[src/rtl/core/sorted_trimmed_mean_filter_core_assert.svh]
// Assertion macros used by the filter core back end.
`ifndef SORTED_TRIMMED_MEAN_FILTER_CORE_ASSERT_SVH
`define SORTED_TRIMMED_MEAN_FILTER_CORE_ASSERT_SVH
// Same-cycle implication, checked on clk and masked during reset.
`define STMF_ASSERT_IMP(lbl, ante, cons, msg) \
    lbl: assert property (@(posedge clk) disable iff (!rst_n) (ante) |-> (cons)) \
        else $error(msg);
// Next-cycle implication, checked on clk and masked during reset.
`define STMF_ASSERT_NXT(lbl, ante, cons, msg) \
    lbl: assert property (@(posedge clk) disable iff (!rst_n) (ante) |=> (cons)) \
        else $error(msg);
`endif

[src/rtl/core/stmf_pkg.sv]
// Package: payload types, configuration codes and status codes of the filter core.
`timescale 1ns / 1ps
package stmf_pkg;

    localparam int SAMPLE_W = 16;
    localparam int STATUS_W = 2;
    localparam int TRIM_W   = 5;
    localparam int CFG_IDX_W  = 2;
    localparam int CFG_DATA_W = 5;

    localparam logic [CFG_IDX_W-1:0] CFG_MODE      = 2'd0;
    localparam logic [CFG_IDX_W-1:0] CFG_TRIM_LOW  = 2'd1;
    localparam logic [CFG_IDX_W-1:0] CFG_TRIM_HIGH = 2'd2;

    localparam logic [STATUS_W-1:0] ST_OK    = 2'd0;
    localparam logic [STATUS_W-1:0] ST_EMPTY = 2'd1;
    localparam logic [STATUS_W-1:0] ST_OVF   = 2'd2;

    localparam logic              MODE_MEAN   = 1'b0;
    localparam logic              MODE_MEDIAN = 1'b1;
    localparam logic [TRIM_W-1:0] TRIM_LOW_RST  = 5'd5;
    localparam logic [TRIM_W-1:0] TRIM_HIGH_RST = 5'd6;

    typedef struct packed {
        logic [SAMPLE_W-1:0] sample;
        logic                last_sample;
    } item_t;

    typedef struct packed {
        logic [SAMPLE_W-1:0] average;
        logic [STATUS_W-1:0] status;
    } result_t;

    typedef struct packed {
        logic              mode;
        logic [TRIM_W-1:0] trim_low;
        logic [TRIM_W-1:0] trim_high;
    } cfg_t;

endpackage

[src/rtl/core/stmf_ram.sv]
// Generic single-write, single-read RAM with registered read data.
`timescale 1ns / 1ps
module stmf_ram #(
    parameter int WIDTH = 16,
    parameter int DEPTH = 64
) (
    input  logic                     clk,
    input  logic                     we,
    input  logic [$clog2(DEPTH)-1:0] waddr,
    input  logic [WIDTH-1:0]         wdata,
    input  logic [$clog2(DEPTH)-1:0] raddr,
    output logic [WIDTH-1:0]         rdata
);

    logic [WIDTH-1:0] mem [DEPTH];
    logic [WIDTH-1:0] rdata_reg;

    always_ff @(posedge clk)
    begin
        if (we)
        begin
            mem[waddr] <= wdata;
        end
        rdata_reg <= mem[raddr];
    end

    assign rdata = rdata_reg;

endmodule

[src/rtl/core/stmf_front.sv]
// Front end: sample intake, store writes, block counting and the job queue.
`timescale 1ns / 1ps
module stmf_front #(
    parameter int MAX_SAMPLES = 64
) (
    input  logic                             clk,
    input  logic                             rst_n,
    input  logic                             push,
    output logic                             full,
    input  stmf_pkg::item_t                  item,
    input  logic                             back_busy,
    output logic                             ram_we,
    output logic [$clog2(MAX_SAMPLES)-1:0]   ram_waddr,
    output logic [stmf_pkg::SAMPLE_W-1:0]    ram_wdata,
    output logic                             job_valid,
    output logic [$clog2(MAX_SAMPLES+1)-1:0] job_count,
    output logic                             job_ovf,
    input  logic                             job_pop
);

    localparam int CW = $clog2(MAX_SAMPLES + 1);
    localparam int AW = $clog2(MAX_SAMPLES);
    localparam logic [CW-1:0] MAX_CNT = CW'(MAX_SAMPLES);

    logic [CW-1:0] count_reg, count_next;
    logic          ovf_reg, ovf_next;
    logic [CW-1:0] q_cnt_mem [2];
    logic          q_ovf_mem [2];
    logic          q_wp_reg, q_rp_reg;
    logic [1:0]    q_fill_reg, q_fill_next;
    logic          accept, room, q_push;
    logic [CW-1:0] cnt_after;
    logic          ovf_after;

    // Hold off intake while a block is queued or being worked on: the store is shared.
    assign full   = back_busy || (q_fill_reg != 2'd0);
    assign accept = push && !full;
    assign room   = count_reg < MAX_CNT;

    assign cnt_after = room ? count_reg + CW'(1) : count_reg;
    assign ovf_after = ovf_reg || !room;
    assign q_push    = accept && item.last_sample;

    assign ram_we    = accept && room;
    assign ram_waddr = count_reg[AW-1:0];
    assign ram_wdata = item.sample;

    always_comb
    begin
        count_next = count_reg;
        ovf_next   = ovf_reg;
        if (accept)
        begin
            count_next = item.last_sample ? '0 : cnt_after;
            ovf_next   = item.last_sample ? 1'b0 : ovf_after;
        end
    end

    always_comb
    begin
        q_fill_next = q_fill_reg;
        if (q_push && !job_pop)
        begin
            q_fill_next = q_fill_reg + 2'd1;
        end
        else if (!q_push && job_pop)
        begin
            q_fill_next = q_fill_reg - 2'd1;
        end
    end

    always_ff @(posedge clk or negedge rst_n)
    begin
        if (!rst_n)
        begin
            count_reg  <= '0;
            ovf_reg    <= 1'b0;
            q_wp_reg   <= 1'b0;
            q_rp_reg   <= 1'b0;
            q_fill_reg <= 2'd0;
        end
        else
        begin
            count_reg  <= count_next;
            ovf_reg    <= ovf_next;
            q_fill_reg <= q_fill_next;
            if (q_push)
            begin
                q_wp_reg <= !q_wp_reg;
            end
            if (job_pop)
            begin
                q_rp_reg <= !q_rp_reg;
            end
        end
    end

    always_ff @(posedge clk)
    begin
        if (q_push)
        begin
            q_cnt_mem[q_wp_reg] <= cnt_after;
            q_ovf_mem[q_wp_reg] <= ovf_after;
        end
    end

    assign job_valid = q_fill_reg != 2'd0;
    assign job_count = q_cnt_mem[q_rp_reg];
    assign job_ovf   = q_ovf_mem[q_rp_reg];

endmodule

[src/rtl/core/stmf_div.sv]
// Restoring divider, one quotient bit per cycle.
`timescale 1ns / 1ps
module stmf_div #(
    parameter int NW = 23,
    parameter int DW = 7
) (
    input  logic          clk,
    input  logic          rst_n,
    input  logic          start,
    input  logic [NW-1:0] dividend,
    input  logic [DW-1:0] divisor,
    output logic          done,
    output logic [NW-1:0] quotient
);

    localparam int KW = $clog2(NW + 1);

    logic [NW-1:0] quo_reg;
    logic [DW-1:0] rem_reg;
    logic [DW-1:0] dvs_reg;
    logic [KW-1:0] cnt_reg;
    logic          busy_reg, done_reg;
    logic [DW:0]   shifted, diff;
    logic          ge;

    assign shifted = {rem_reg, quo_reg[NW-1]};
    assign ge      = shifted >= {1'b0, dvs_reg};
    assign diff    = shifted - {1'b0, dvs_reg};

    always_ff @(posedge clk or negedge rst_n)
    begin
        if (!rst_n)
        begin
            busy_reg <= 1'b0;
            done_reg <= 1'b0;
            cnt_reg  <= '0;
        end
        else
        begin
            done_reg <= 1'b0;
            if (start)
            begin
                busy_reg <= 1'b1;
                cnt_reg  <= KW'(NW);
            end
            else if (busy_reg)
            begin
                cnt_reg <= cnt_reg - KW'(1);
                if (cnt_reg == KW'(1))
                begin
                    busy_reg <= 1'b0;
                    done_reg <= 1'b1;
                end
            end
        end
    end

    always_ff @(posedge clk)
    begin
        if (start)
        begin
            quo_reg <= dividend;
            rem_reg <= '0;
            dvs_reg <= divisor;
        end
        else if (busy_reg)
        begin
            quo_reg <= {quo_reg[NW-2:0], ge};
            rem_reg <= ge ? diff[DW-1:0] : shifted[DW-1:0];
        end
    end

    assign done     = done_reg;
    assign quotient = quo_reg;

endmodule

[src/rtl/core/stmf_back.sv]
// Back end: rank sweep over the stored block, windowed sum, divide and result register.
`timescale 1ns / 1ps
`include "sorted_trimmed_mean_filter_core_assert.svh"
module stmf_back #(
    parameter int MAX_SAMPLES = 64
) (
    input  logic                             clk,
    input  logic                             rst_n,
    input  stmf_pkg::cfg_t                   cfg,
    input  logic                             job_valid,
    input  logic [$clog2(MAX_SAMPLES+1)-1:0] job_count,
    input  logic                             job_ovf,
    output logic                             job_pop,
    output logic                             busy,
    output logic [$clog2(MAX_SAMPLES)-1:0]   ram_raddr,
    input  logic [stmf_pkg::SAMPLE_W-1:0]    ram_rdata,
    output logic                             empty,
    input  logic                             pop,
    output stmf_pkg::result_t                result
);

    localparam int CW = $clog2(MAX_SAMPLES + 1);
    localparam int AW = $clog2(MAX_SAMPLES);
    localparam int TW = (CW > 6 ? CW : 6) + 1;
    localparam int SW = stmf_pkg::SAMPLE_W + CW;

    localparam logic [2:0] S_IDLE  = 3'd0;
    localparam logic [2:0] S_KEY   = 3'd1;
    localparam logic [2:0] S_KEYW  = 3'd2;
    localparam logic [2:0] S_SWEEP = 3'd3;
    localparam logic [2:0] S_TAIL  = 3'd4;
    localparam logic [2:0] S_ACC   = 3'd5;
    localparam logic [2:0] S_DIV   = 3'd6;
    localparam logic [2:0] S_OUT   = 3'd7;

    logic [2:0]  state_reg, state_next;
    logic [CW-1:0] n_reg, i_reg, j_reg, jd_reg, rank_reg, div_reg;
    logic [TW-1:0] lo_reg, hi_reg;
    logic          ovf_reg, pend_reg;
    logic [stmf_pkg::SAMPLE_W-1:0] key_reg, avg_reg;
    logic [stmf_pkg::STATUS_W-1:0] st_reg;
    logic [SW-1:0] sum_reg;
    logic          out_valid_reg;
    stmf_pkg::result_t result_reg;

    logic [TW-1:0] n_ext, tl_ext, th_ext, drop, lo_new, hi_new, rank_ext;
    logic          err_new, less, in_win;
    logic          div_done;
    logic [SW-1:0] quo;

    assign n_ext  = TW'(job_count);
    assign tl_ext = TW'(cfg.trim_low);
    assign th_ext = TW'(cfg.trim_high);
    assign drop   = tl_ext + th_ext;

    always_comb
    begin
        if (cfg.mode == stmf_pkg::MODE_MEDIAN)
        begin
            err_new = job_count == '0;
            lo_new  = (n_ext - TW'(1)) >> 1;
            hi_new  = (n_ext >> 1) + TW'(1);
        end
        else
        begin
            err_new = drop >= n_ext;
            lo_new  = tl_ext;
            hi_new  = n_ext - th_ext;
        end
    end

    assign less     = (ram_rdata < key_reg) || ((ram_rdata == key_reg) && (jd_reg < i_reg));
    assign rank_ext = TW'(rank_reg);
    assign in_win   = (rank_ext >= lo_reg) && (rank_ext < hi_reg);

    assign job_pop   = (state_reg == S_IDLE) && job_valid;
    assign busy      = state_reg != S_IDLE;
    assign ram_raddr = (state_reg == S_KEY) ? i_reg[AW-1:0] : j_reg[AW-1:0];

    always_comb
    begin
        state_next = state_reg;
        case (state_reg)
            S_IDLE:
            begin
                if (job_valid)
                begin
                    state_next = err_new ? S_OUT : S_KEY;
                end
            end
            S_KEY:   state_next = S_KEYW;
            S_KEYW:  state_next = S_SWEEP;
            S_SWEEP:
            begin
                if (j_reg == n_reg - CW'(1))
                begin
                    state_next = S_TAIL;
                end
            end
            S_TAIL:  state_next = S_ACC;
            S_ACC:   state_next = (i_reg == n_reg - CW'(1)) ? S_DIV : S_KEY;
            S_DIV:
            begin
                if (div_done)
                begin
                    state_next = S_OUT;
                end
            end
            S_OUT:
            begin
                if (!out_valid_reg)
                begin
                    state_next = S_IDLE;
                end
            end
            default: state_next = S_IDLE;
        endcase
    end

    // Kick the divider on entry to S_DIV only; the flag below marks that cycle.
    logic div_armed_reg;

    always_ff @(posedge clk or negedge rst_n)
    begin
        if (!rst_n)
        begin
            state_reg     <= S_IDLE;
            pend_reg      <= 1'b0;
            out_valid_reg <= 1'b0;
            div_armed_reg <= 1'b0;
        end
        else
        begin
            state_reg     <= state_next;
            pend_reg      <= state_reg == S_SWEEP;
            div_armed_reg <= state_reg == S_ACC && state_next == S_DIV;
            if (state_reg == S_OUT && !out_valid_reg)
            begin
                out_valid_reg <= 1'b1;
            end
            else if (pop && out_valid_reg)
            begin
                out_valid_reg <= 1'b0;
            end
        end
    end

    always_ff @(posedge clk)
    begin
        jd_reg <= j_reg;
        case (state_reg)
            S_IDLE:
            begin
                n_reg   <= job_count;
                ovf_reg <= job_ovf;
                lo_reg  <= lo_new;
                hi_reg  <= hi_new;
                div_reg <= CW'(hi_new - lo_new);
                i_reg   <= '0;
                sum_reg <= '0;
                avg_reg <= '0;
                st_reg  <= stmf_pkg::ST_EMPTY;
            end
            S_KEYW:
            begin
                key_reg  <= ram_rdata;
                rank_reg <= '0;
                j_reg    <= '0;
            end
            S_SWEEP:
            begin
                j_reg <= j_reg + CW'(1);
            end
            S_ACC:
            begin
                if (in_win)
                begin
                    sum_reg <= sum_reg + SW'(key_reg);
                end
                i_reg <= i_reg + CW'(1);
            end
            S_DIV:
            begin
                if (div_done)
                begin
                    avg_reg <= quo[stmf_pkg::SAMPLE_W-1:0];
                    st_reg  <= ovf_reg ? stmf_pkg::ST_OVF : stmf_pkg::ST_OK;
                end
            end
            S_OUT:
            begin
                if (!out_valid_reg)
                begin
                    result_reg.average <= avg_reg;
                    result_reg.status  <= st_reg;
                end
            end
            default:
            begin
            end
        endcase
        // Count earlier entries in the cycle after their read was issued.
        if (pend_reg && less)
        begin
            rank_reg <= rank_reg + CW'(1);
        end
    end

    stmf_div #(
        .NW(SW),
        .DW(CW)
    ) u_div (
        .clk      (clk),
        .rst_n    (rst_n),
        .start    (div_armed_reg),
        .dividend (sum_reg),
        .divisor  (div_reg),
        .done     (div_done),
        .quotient (quo)
    );

    assign empty  = !out_valid_reg;
    assign result = result_reg;

    `STMF_ASSERT_IMP(a_rank_in_block, state_reg == S_ACC, rank_reg < n_reg, "rank past block")
    `STMF_ASSERT_IMP(a_div_nonzero, div_armed_reg, div_reg != '0, "divide by zero count")
    `STMF_ASSERT_NXT(a_result_loaded, state_reg == S_OUT && !out_valid_reg, out_valid_reg,
                     "result not loaded")
    `STMF_ASSERT_IMP(a_pop_when_idle, job_pop, state_reg == S_IDLE, "job taken while busy")

endmodule

[src/rtl/core/sorted_trimmed_mean_filter_core.sv]
// Sorted trimmed-mean filter: top level with configuration registers.
// Intake: one sample transfer per cycle while full is low; full holds from the marked sample until the block is done.
// Time from the marked sample to the result is set by the rank sweep over the one-read-port
//   store and the bit-serial divider; a block with nothing left after trimming skips both and
//   goes straight to the result register.
// Reset: mode 0, trim_low 5, trim_high 6, no block open, result empty; store left undefined.
`timescale 1ns / 1ps
module sorted_trimmed_mean_filter_core #(
    parameter int MAX_SAMPLES = 64
) (
    input  logic                               clk,
    input  logic                               rst_n,
    input  logic                               push,
    output logic                               full,
    input  stmf_pkg::item_t                    item,
    output logic                               empty,
    input  logic                               pop,
    output stmf_pkg::result_t                  result,
    input  logic                               cfg_we,
    input  logic [stmf_pkg::CFG_IDX_W-1:0]     cfg_idx,
    input  logic [stmf_pkg::CFG_DATA_W-1:0]    cfg_data
);

    localparam int CW = $clog2(MAX_SAMPLES + 1);
    localparam int AW = $clog2(MAX_SAMPLES);

    stmf_pkg::cfg_t cfg_reg;

    logic          back_busy;
    logic          ram_we;
    logic [AW-1:0] ram_waddr, ram_raddr;
    logic [stmf_pkg::SAMPLE_W-1:0] ram_wdata, ram_rdata;
    logic          job_valid, job_ovf, job_pop;
    logic [CW-1:0] job_count;

    // Configuration: write by index, drop writes to unknown indexes.
    always_ff @(posedge clk or negedge rst_n)
    begin
        if (!rst_n)
        begin
            cfg_reg.mode      <= stmf_pkg::MODE_MEAN;
            cfg_reg.trim_low  <= stmf_pkg::TRIM_LOW_RST;
            cfg_reg.trim_high <= stmf_pkg::TRIM_HIGH_RST;
        end
        else if (cfg_we)
        begin
            case (cfg_idx)
                stmf_pkg::CFG_MODE:      cfg_reg.mode      <= cfg_data[0];
                stmf_pkg::CFG_TRIM_LOW:  cfg_reg.trim_low  <= cfg_data;
                stmf_pkg::CFG_TRIM_HIGH: cfg_reg.trim_high <= cfg_data;
                default:
                begin
                end
            endcase
        end
    end

    // Front: count the block, write samples, queue one job per marked sample.
    stmf_front #(
        .MAX_SAMPLES(MAX_SAMPLES)
    ) u_front (
        .clk       (clk),
        .rst_n     (rst_n),
        .push      (push),
        .full      (full),
        .item      (item),
        .back_busy (back_busy),
        .ram_we    (ram_we),
        .ram_waddr (ram_waddr),
        .ram_wdata (ram_wdata),
        .job_valid (job_valid),
        .job_count (job_count),
        .job_ovf   (job_ovf),
        .job_pop   (job_pop)
    );

    // Sample store shared by intake writes and rank-sweep reads.
    stmf_ram #(
        .WIDTH(stmf_pkg::SAMPLE_W),
        .DEPTH(MAX_SAMPLES)
    ) u_store (
        .clk   (clk),
        .we    (ram_we),
        .waddr (ram_waddr),
        .wdata (ram_wdata),
        .raddr (ram_raddr),
        .rdata (ram_rdata)
    );

    // Back: rank each sample, sum the kept window, divide, hold the result for transfer.
    stmf_back #(
        .MAX_SAMPLES(MAX_SAMPLES)
    ) u_back (
        .clk       (clk),
        .rst_n     (rst_n),
        .cfg       (cfg_reg),
        .job_valid (job_valid),
        .job_count (job_count),
        .job_ovf   (job_ovf),
        .job_pop   (job_pop),
        .busy      (back_busy),
        .ram_raddr (ram_raddr),
        .ram_rdata (ram_rdata),
        .empty     (empty),
        .pop       (pop),
        .result    (result)
    );

endmodule
[config.mk]
export PLATFORM = sky130hd
export DESIGN_NAME = sorted_trimmed_mean_filter_core
export DESIGN_NICKNAME = d
export VERILOG_FILES = /design/src/rtl/core/stmf_pkg.sv /design/src/rtl/core/stmf_ram.sv /design/src/rtl/core/stmf_front.sv /design/src/rtl/core/stmf_div.sv /design/src/rtl/core/stmf_back.sv /design/src/rtl/core/sorted_trimmed_mean_filter_core.sv
export VERILOG_INCLUDE_DIRS = /design/src /design/src/rtl/core
export SDC_FILE = /design/constraint.sdc
export NUM_CORES = 2
export LEC_CHECK = 0
export BUFFER_PORTS_ARGS = -buffer_cell sky130_fd_sc_hd__buf_2
export CORE_MARGIN = 2
export CORE_UTILIZATION = 30
export DETAILED_ROUTE_END_ITERATION = 7
export GPL_TIMING_DRIVEN = 1
export MAX_ROUTING_LAYER = met4
export SYNTH_ARGS = -nofsm -noshare
export SYNTH_HDL_FRONTEND = slang
export SYNTH_SLANG_ARGS = --single-unit
[constraint.sdc]
create_clock -name clk -period 4.5 [get_ports clk]
set_input_delay 0.45 -clock clk [delete_from_list [all_inputs] [get_ports clk]]
set_output_delay 0.45 -clock clk [all_outputs]
set_load 0.03 [all_outputs]
**Yosys cells after proc, flatten, opt, wreduce, memory -nomap -nowiden**

Memories as Yosys holds them, arrays and structs flattened. A register that Yosys moved wholly into a read port is not among the register bits.
Index checks and enable logic that the tools add are counted.

- Muxes and demuxes: 44
- $lt $le $gt $ge: 7
- Equality and inequality tests: 16
- Reduce and logical (&&, ||, !) cells: 40
- Bitwise logic cells: 1
- Shift-type cells: 0
- Add/subtract/negate cells: 15
- Div/mod/pow operators: 0
- $mul: 0

Operators by type and width:

| kind | number |
|---|---|
| 23-bit two-way mux | 3 |
| 23-bit one-hot mux with 2 select lines | 1 |
| 7-bit two-way mux | 6 |
| 16-bit one-hot mux with 2 select lines | 1 |
| 7-bit by 1-bit adder with 7-bit output (second input constant) | 4 |
| 7-bit one-hot mux with 2 select lines | 2 |
| 3-bit one-hot mux with 8 select lines | 1 |
| 23-bit by 16-bit adder with 23-bit output | 1 |
| 3-bit two-way mux | 6 |
| 16-bit == test | 1 |
| 8-bit by 7-bit >= comparator with 1-bit output | 2 |
| 16-bit < comparator | 1 |
| 16-bit two-way mux | 1 |
| 2-bit nonzero test | 8 |
| 3-bit == test (second input constant) | 5 |
| 7-bit == test | 2 |
| 1-bit two-way mux | 14 |
| 7-bit subtractor | 2 |
| 1-bit logical AND | 12 |
| 2-bit AND reduction | 6 |
| 5-bit two-way mux | 2 |
| 7-bit by 8-bit >= comparator with 1-bit output | 1 |
| 7-bit by 8-bit < comparator with 1-bit output | 1 |
| 2-bit two-way mux | 4 |
| 27 further kinds | 36 |

- Logic and storage cells: 158
- Input port bits: 29
- Memory bits (writable): 1040
- Bits in latches: 0
- ROM bits: 0
- Memories: 3
- Register bits: 206
- Output and inout bits: 20

Memories:

| name | words | width | read ports | clocked after Yosys merged registers in | wr ports | RTL line | RTL |
|---|---|---|---|---|---|---|---|
| u_store.mem | 64 | 16 | 1 | 1 | 1 | stmf_ram.sv:15 | `logic [WIDTH-1:0] mem [DEPTH];` |
| u_front.q_cnt_mem | 2 | 7 | 1 | 0 | 1 | stmf_front.sv:27 | `logic [CW-1:0] q_cnt_mem [2];` |
| u_front.q_ovf_mem | 2 | 1 | 1 | 1 | 1 | stmf_front.sv:28 | `logic q_ovf_mem [2];` |

**Depth between registers and ports, before layout**

- Depth after elaboration: 9
- Depth in mapped cells: 17
- Depth with buffers taken out: 16

**Modules after synthesis**

From an unflattened synthesis, not the netlist that was laid out.

- Cells, all modules: 2897
- Area, all modules: 52544.1 µm²

By module, submodules not included:

| module | area an instance (µm²) | cells an instance | times used |
|---|---|---|---|
| stmf_ram | 40042.2 | 1829 | 1 |
| stmf_back | 8255.4 | 736 | 1 |
| stmf_div | 2343.5 | 191 | 1 |
| stmf_front | 1446.4 | 116 | 1 |
| sorted_trimmed_mean_filter_core | 456.7 | 25 | 1 |

**Worst setup path after synthesis**

Ideal clock, no wire load.

- Kind: reg2reg
- Start point: register u_back.state_reg[2]
- End point: memory u_store.mem[59][0] (enable)
- Required time: 4.111 ns
- Arrival: 3.281 ns
- Stages on the path, launching flop included: 9
- Slack: 0.830 ns
- Cell sequence: dfrtp_1 -> buf_6 -> or3_1 -> inv_1 -> nand3_1 -> clkbuf_1 -> nor3_1 -> nand3_1 -> nor2_1

- Word-level cells in the longest chain between the ends: 7

Ends and longest elaborated chain:

| item | RTL line | RTL |
|---|---|---|
| start: declaration | stmf_back.sv:36 | `logic [2:0] state_reg, state_next;` |
| start signal: assignment | stmf_back.sv:134 | `state_reg <= state_next;` |
| 3-bit nonzero test | stmf_back.sv:77 | `assign busy = state_reg != S_IDLE;` |
| 1-bit logical OR | stmf_front.sv:36 | `assign full = back_busy \|\| (q_fill_reg != 2'd0);` |
| 1-bit logical NOT | stmf_front.sv:37 | `assign accept = push && !full;` |
| 1-bit logical AND | stmf_front.sv:37 |  |
| 1-bit logical AND | stmf_front.sv:44 | `assign ram_we = accept && room;` |
| 1-bit two-way mux | stmf_ram.sv:20 | `if (we)` |
| 1-bit two-way mux (not written as such) | stmf_ram.sv:22 | `mem[waddr] <= wdata;` |
| end: declaration | stmf_ram.sv:15 |  |

Every way passes these cells.

**Final worst setup path**

- Start point: register u_back.state_reg[2]
- End point: register u_store.rdata_reg[15], in the netlist u_store.rdata[15] (read register of u_store.mem)

- Word-level cells in the longest chain between the ends: 2

Ends and longest elaborated chain:

| item | RTL line | RTL |
|---|---|---|
| 3-bit by 1-bit == test with 1-bit output | stmf_back.sv:78 | `assign ram_raddr = (state_reg == S_KEY) ? i_reg[AW-1:0] : j_reg[AW-1:0];` |
| 6-bit two-way mux | stmf_back.sv:78 |  |
| end: declaration | stmf_ram.sv:16 | `logic [WIDTH-1:0] rdata_reg;` |

Every way passes these cells.
A chain may end at the register's enable or synchronous reset.

==> results.cfg <==
[timing]
slew_violations = 0
tightest_slew_ns = 1.207
max_freq_ghz = 0.2513
fin_skew_ns = 0.04459
period_minus_slack_ns = 3.979
holdWs_ns = 0.1233
final_hold_viol_count = 0
setup_violations = 0
setup_tns_ns = 0
rsz0062_at_grt = no
maxSlewHeadroom_pct = 18.50
fin_crit_sh_pct = 88.43

[critical_path]
slowest_delay_ns = 0.99
startpoint_type = flip-flop
cp_num_buf_inv = 1
cp-end-kind = flip-flop
critPathSlowestCell = o41ai_1
crit_required_ns = 5.08
worstPathArrival_ns = 4.56
criticalPathCategory = reg2reg
crit_chain = or3b_1 > nand3b_1 > o31ai_1 > nand2_2 > buf_12 > o22ai_1 > o41ai_1 > nand4_1
crit_fanout = 20
cp_top_family = simple AND/OR/NAND/NOR gates

[clock_network]
htree_levels = 4
clkSlewWorstSetupHoldPaths_ns = 0.06
cts_buffers = 132
cts.sinks = 1262
post-cts-setup-buffers = 0
cts.path.max_buffers = 3
root_buffer = clkbuf_16
clk_latency_ns = 0.77
tritoncts = yes

[logic_synthesis]
yosysTopAreaCell = edfxtp_1
async_flop_share_pct = 2.853
avgSynthCellArea_sq_um = 16.57
ys_seq_elements = 1262
ys.warnings.count = 0
synth_fp_nets = 3235
synth_area_sq_mm = 0.05148
synth_top_area_share_pct = 69.76
synth_area_leaders = edfxtp_1, mux2i_1, o22ai_1
ys_seq_area_share_pct = 72.69
yosys_most_used_dff = edfxtp_1
synth-edff-count = 1196
synth_cell_types = 67
syn_inst = 3107

[die]
core_sq_mm = 0.1710
fp-row-count = 152
die_area_sq_mm = 0.1749
die_x_microns = 418.3
die_y_microns = 418.3
initial_core_util_pct = 30.11
io_pins = 49

[detailed_routing]
wl_met1_mm = 58.60
drt-total-wl_mm = 125.6
wl_met2_mm = 56.79
first_pass_iters = 5
viasPerCell = 4.894
antenna_left = 0
drc = 0
drt_iter0_drc = 2543
detail_route.wl_per_cell_microns = 22.06
topRoutingLayerUsed = met4
wl_met3_mm = 8.177
num_vias = 27862

[power]
powerDensity_mw_per_mm2 = 405.0
p_total_mw = 24.21
ir_worst_vdd_uv = 323.1
p_leak_nw = 23.36

[place]
dp_cells = 5446
portBuffers = 48
dp_hpwl_mm = 78.41
gp_congestion = 0.8179

[grt]
grt_overflow = 0
global_route.usage.total_pct = 14.58
grt_pass1_vias = 27316
grt_antenna_before_repair = 3
grt_max_degree = 65
grt_pass1_wl_mm = 184.5

[min_path]
hp-class = in2reg

[cells_and_area]
largest_register_ffs = 1024
finalNetCount = 3483
area_growth_pct = 16.13
fin_cells = 5693
layout-drive-gt1-share_pct = 14.54

[flow_run]
maxCapViolations = 0

[outcome]
status = completed
-- routing by layer --
metal  track usage (%)  vias up
li1                  -    12765
met1             20.55    14141
met2             21.79      818
met3             2.623      138
met4             3.537        0
met5                 -        -
-- per-stage QoR --
stage | worst slack [ns] | util [%] | cell area [sq um]
after global placement | 0.6669 | 32.40 | 55400
final | 0.5209 | 34.97 | 59780
after floorplan | 0.8302 | - | 51480
after global routing | 0.3629 | 34.97 | 59780
after detailed placement | 0.5664 | 32.40 | 55400
after CTS | 0.5387 | 34.97 | 59780
-- cell families (layout without fill, tap and decap cells) --
family / count (synthesis) / in the layout / synth area share [%]
flip-flops: 1262 / 1262 / 72.69
multiplexers: 564 / 564 / 11.07
AO/OA/AOI/OAI: 480 / 480 / 6.207
AND/OR/NAND/NOR: 398 / 398 / 3.779
buffers and inverters: 227 / 579 / 2.389
adder cells (fa/ha/maj): 99 / 99 / 2.479
XOR/XNOR: 77 / 77 / 1.390
other: 0 / 1 / 0
-- placed cells by master, fill, tap and decap left out, types with 7 or more instances in the layout --
| cell type | instances |
|---|---|
| edfxtp_1 | 1196 |
| mux2i_1 | 522 |
| o22ai_1 | 256 |
| buf_4 | 181 |
| nor2_1 | 149 |
| clkbuf_16 | 134 |
| ha_1 | 94 |
| inv_1 | 85 |
| o41ai_1 | 64 |
| xnor2_1 | 57 |
| nand2_1 | 55 |
| buf_2 | 48 |
| mux2_2 | 42 |
| o21ai_0 | 39 |
| a21oi_1 | 33 |
| dfrtp_1 | 32 |
| clkbuf_1 | 32 |
| nand3_1 | 30 |
| dfxtp_1 | 30 |
| a21o_1 | 26 |
| nor3_1 | 24 |
| nand4_1 | 23 |
| clkinv_1 | 21 |
| and2_1 | 20 |
| clkinv_2 | 20 |
| nand2b_1 | 19 |
| buf_12 | 18 |
| xor2_1 | 17 |
| or3_1 | 15 |
| nor2b_1 | 13 |
| nand3b_1 | 11 |
| o21a_1 | 10 |
| a211oi_1 | 9 |
| nand2_2 | 8 |
| clkinv_16 | 8 |
| dlygate4sd3_1 | 8 |
| and3_1 | 7 |
| a31oi_1 | 7 |
| bufinv_16 | 7 |
-- synth_stat cells (3+ instances only) --
library cell and number:
dfrtp_1 32, o41ai_1 64, nor3_1 25, nand3b_1 11, inv_1 85, buf_6 34, o22ai_1 256, and3_1 7
mux2_2 42, a31oi_1 7, nand2_1 62, nor2_1 149, buf_1 5, o21bai_1 4, xor2_1 17, and2_1 20
o31ai_1 8, fa_1 5, a211oi_1 9, edfxtp_1 1196, nand2b_1 19, nor4b_1 3, a21o_1 26, o21ai_0 39
dfstp_2 4, nor3b_1 5, dfxtp_1 30, or2_2 5, nor2b_1 13, xnor2_1 57, or3_1 15, buf_4 23
mux2i_1 522, a21oi_1 34, clkbuf_1 50, nand4_1 23, ha_1 94, nor4_1 4, nand3_1 30, buf_2 29
o21a_1 10, xnor3_1 3
-- layout make-up --
type	count	area (sq um)
Tap cell	2233	2794
Multi-Input combinational cell	1618	12900
Timing Repair Buffer	255	2039
Clock buffer	171	3542
Clock inverter	67	760.7
Inverter	86	322.8
Sequential cell	1262	37420
Fill cell	16148	111200
Antenna cell	1	2.502
-- power by group --
part | total [mW] | internal (mW) | switching, mW
sequential | 12.9 | 12.9 | 0.0365
clock | 10.7 | 6.06 | 4.67
combinational | 0.583 | 0.205 | 0.378
total | 24.2 | 19.1 | 5.08
-- final timing paths --
kind / depth (start not counted) / end / from / slack (ns)
max in group asynchronous: 2 / u_back.state_reg[0] / rst_n / 3.51
worst max-delay path: 8 / u_store.rdata[15] / u_back.state_reg[2] / 0.52
worst max register to register: 8 / u_store.rdata[15] / u_back.state_reg[2] / 0.52
worst min-delay path: 3 / cfg_reg[10] / cfg_idx[0] / 0.12
worst min register to register: 0 / u_back.result[16] / u_back.avg_reg[14] / 0.40
min in group asynchronous: 2 / u_back.u_div.done / rst_n / 0.39
-- worst register-to-register path, stage by stage (launching register included) --
cell and delay (ns):
dfrtp_1 0.49, or3b_1 0.66, nand3b_1 0.20, o31ai_1 0.14, nand2_2 0.77, buf_12 0.25
o22ai_1 0.14, o41ai_1 0.99, nand4_1 0.17
-- timing repair --
action,4_1_cts,5_1_grt
endpoints found under the setup margin,0,0
hold buffers,8,0
endpoints found under the hold margin,47,0
resized for setup,0,0
Power figures use the tool's default switching activity.
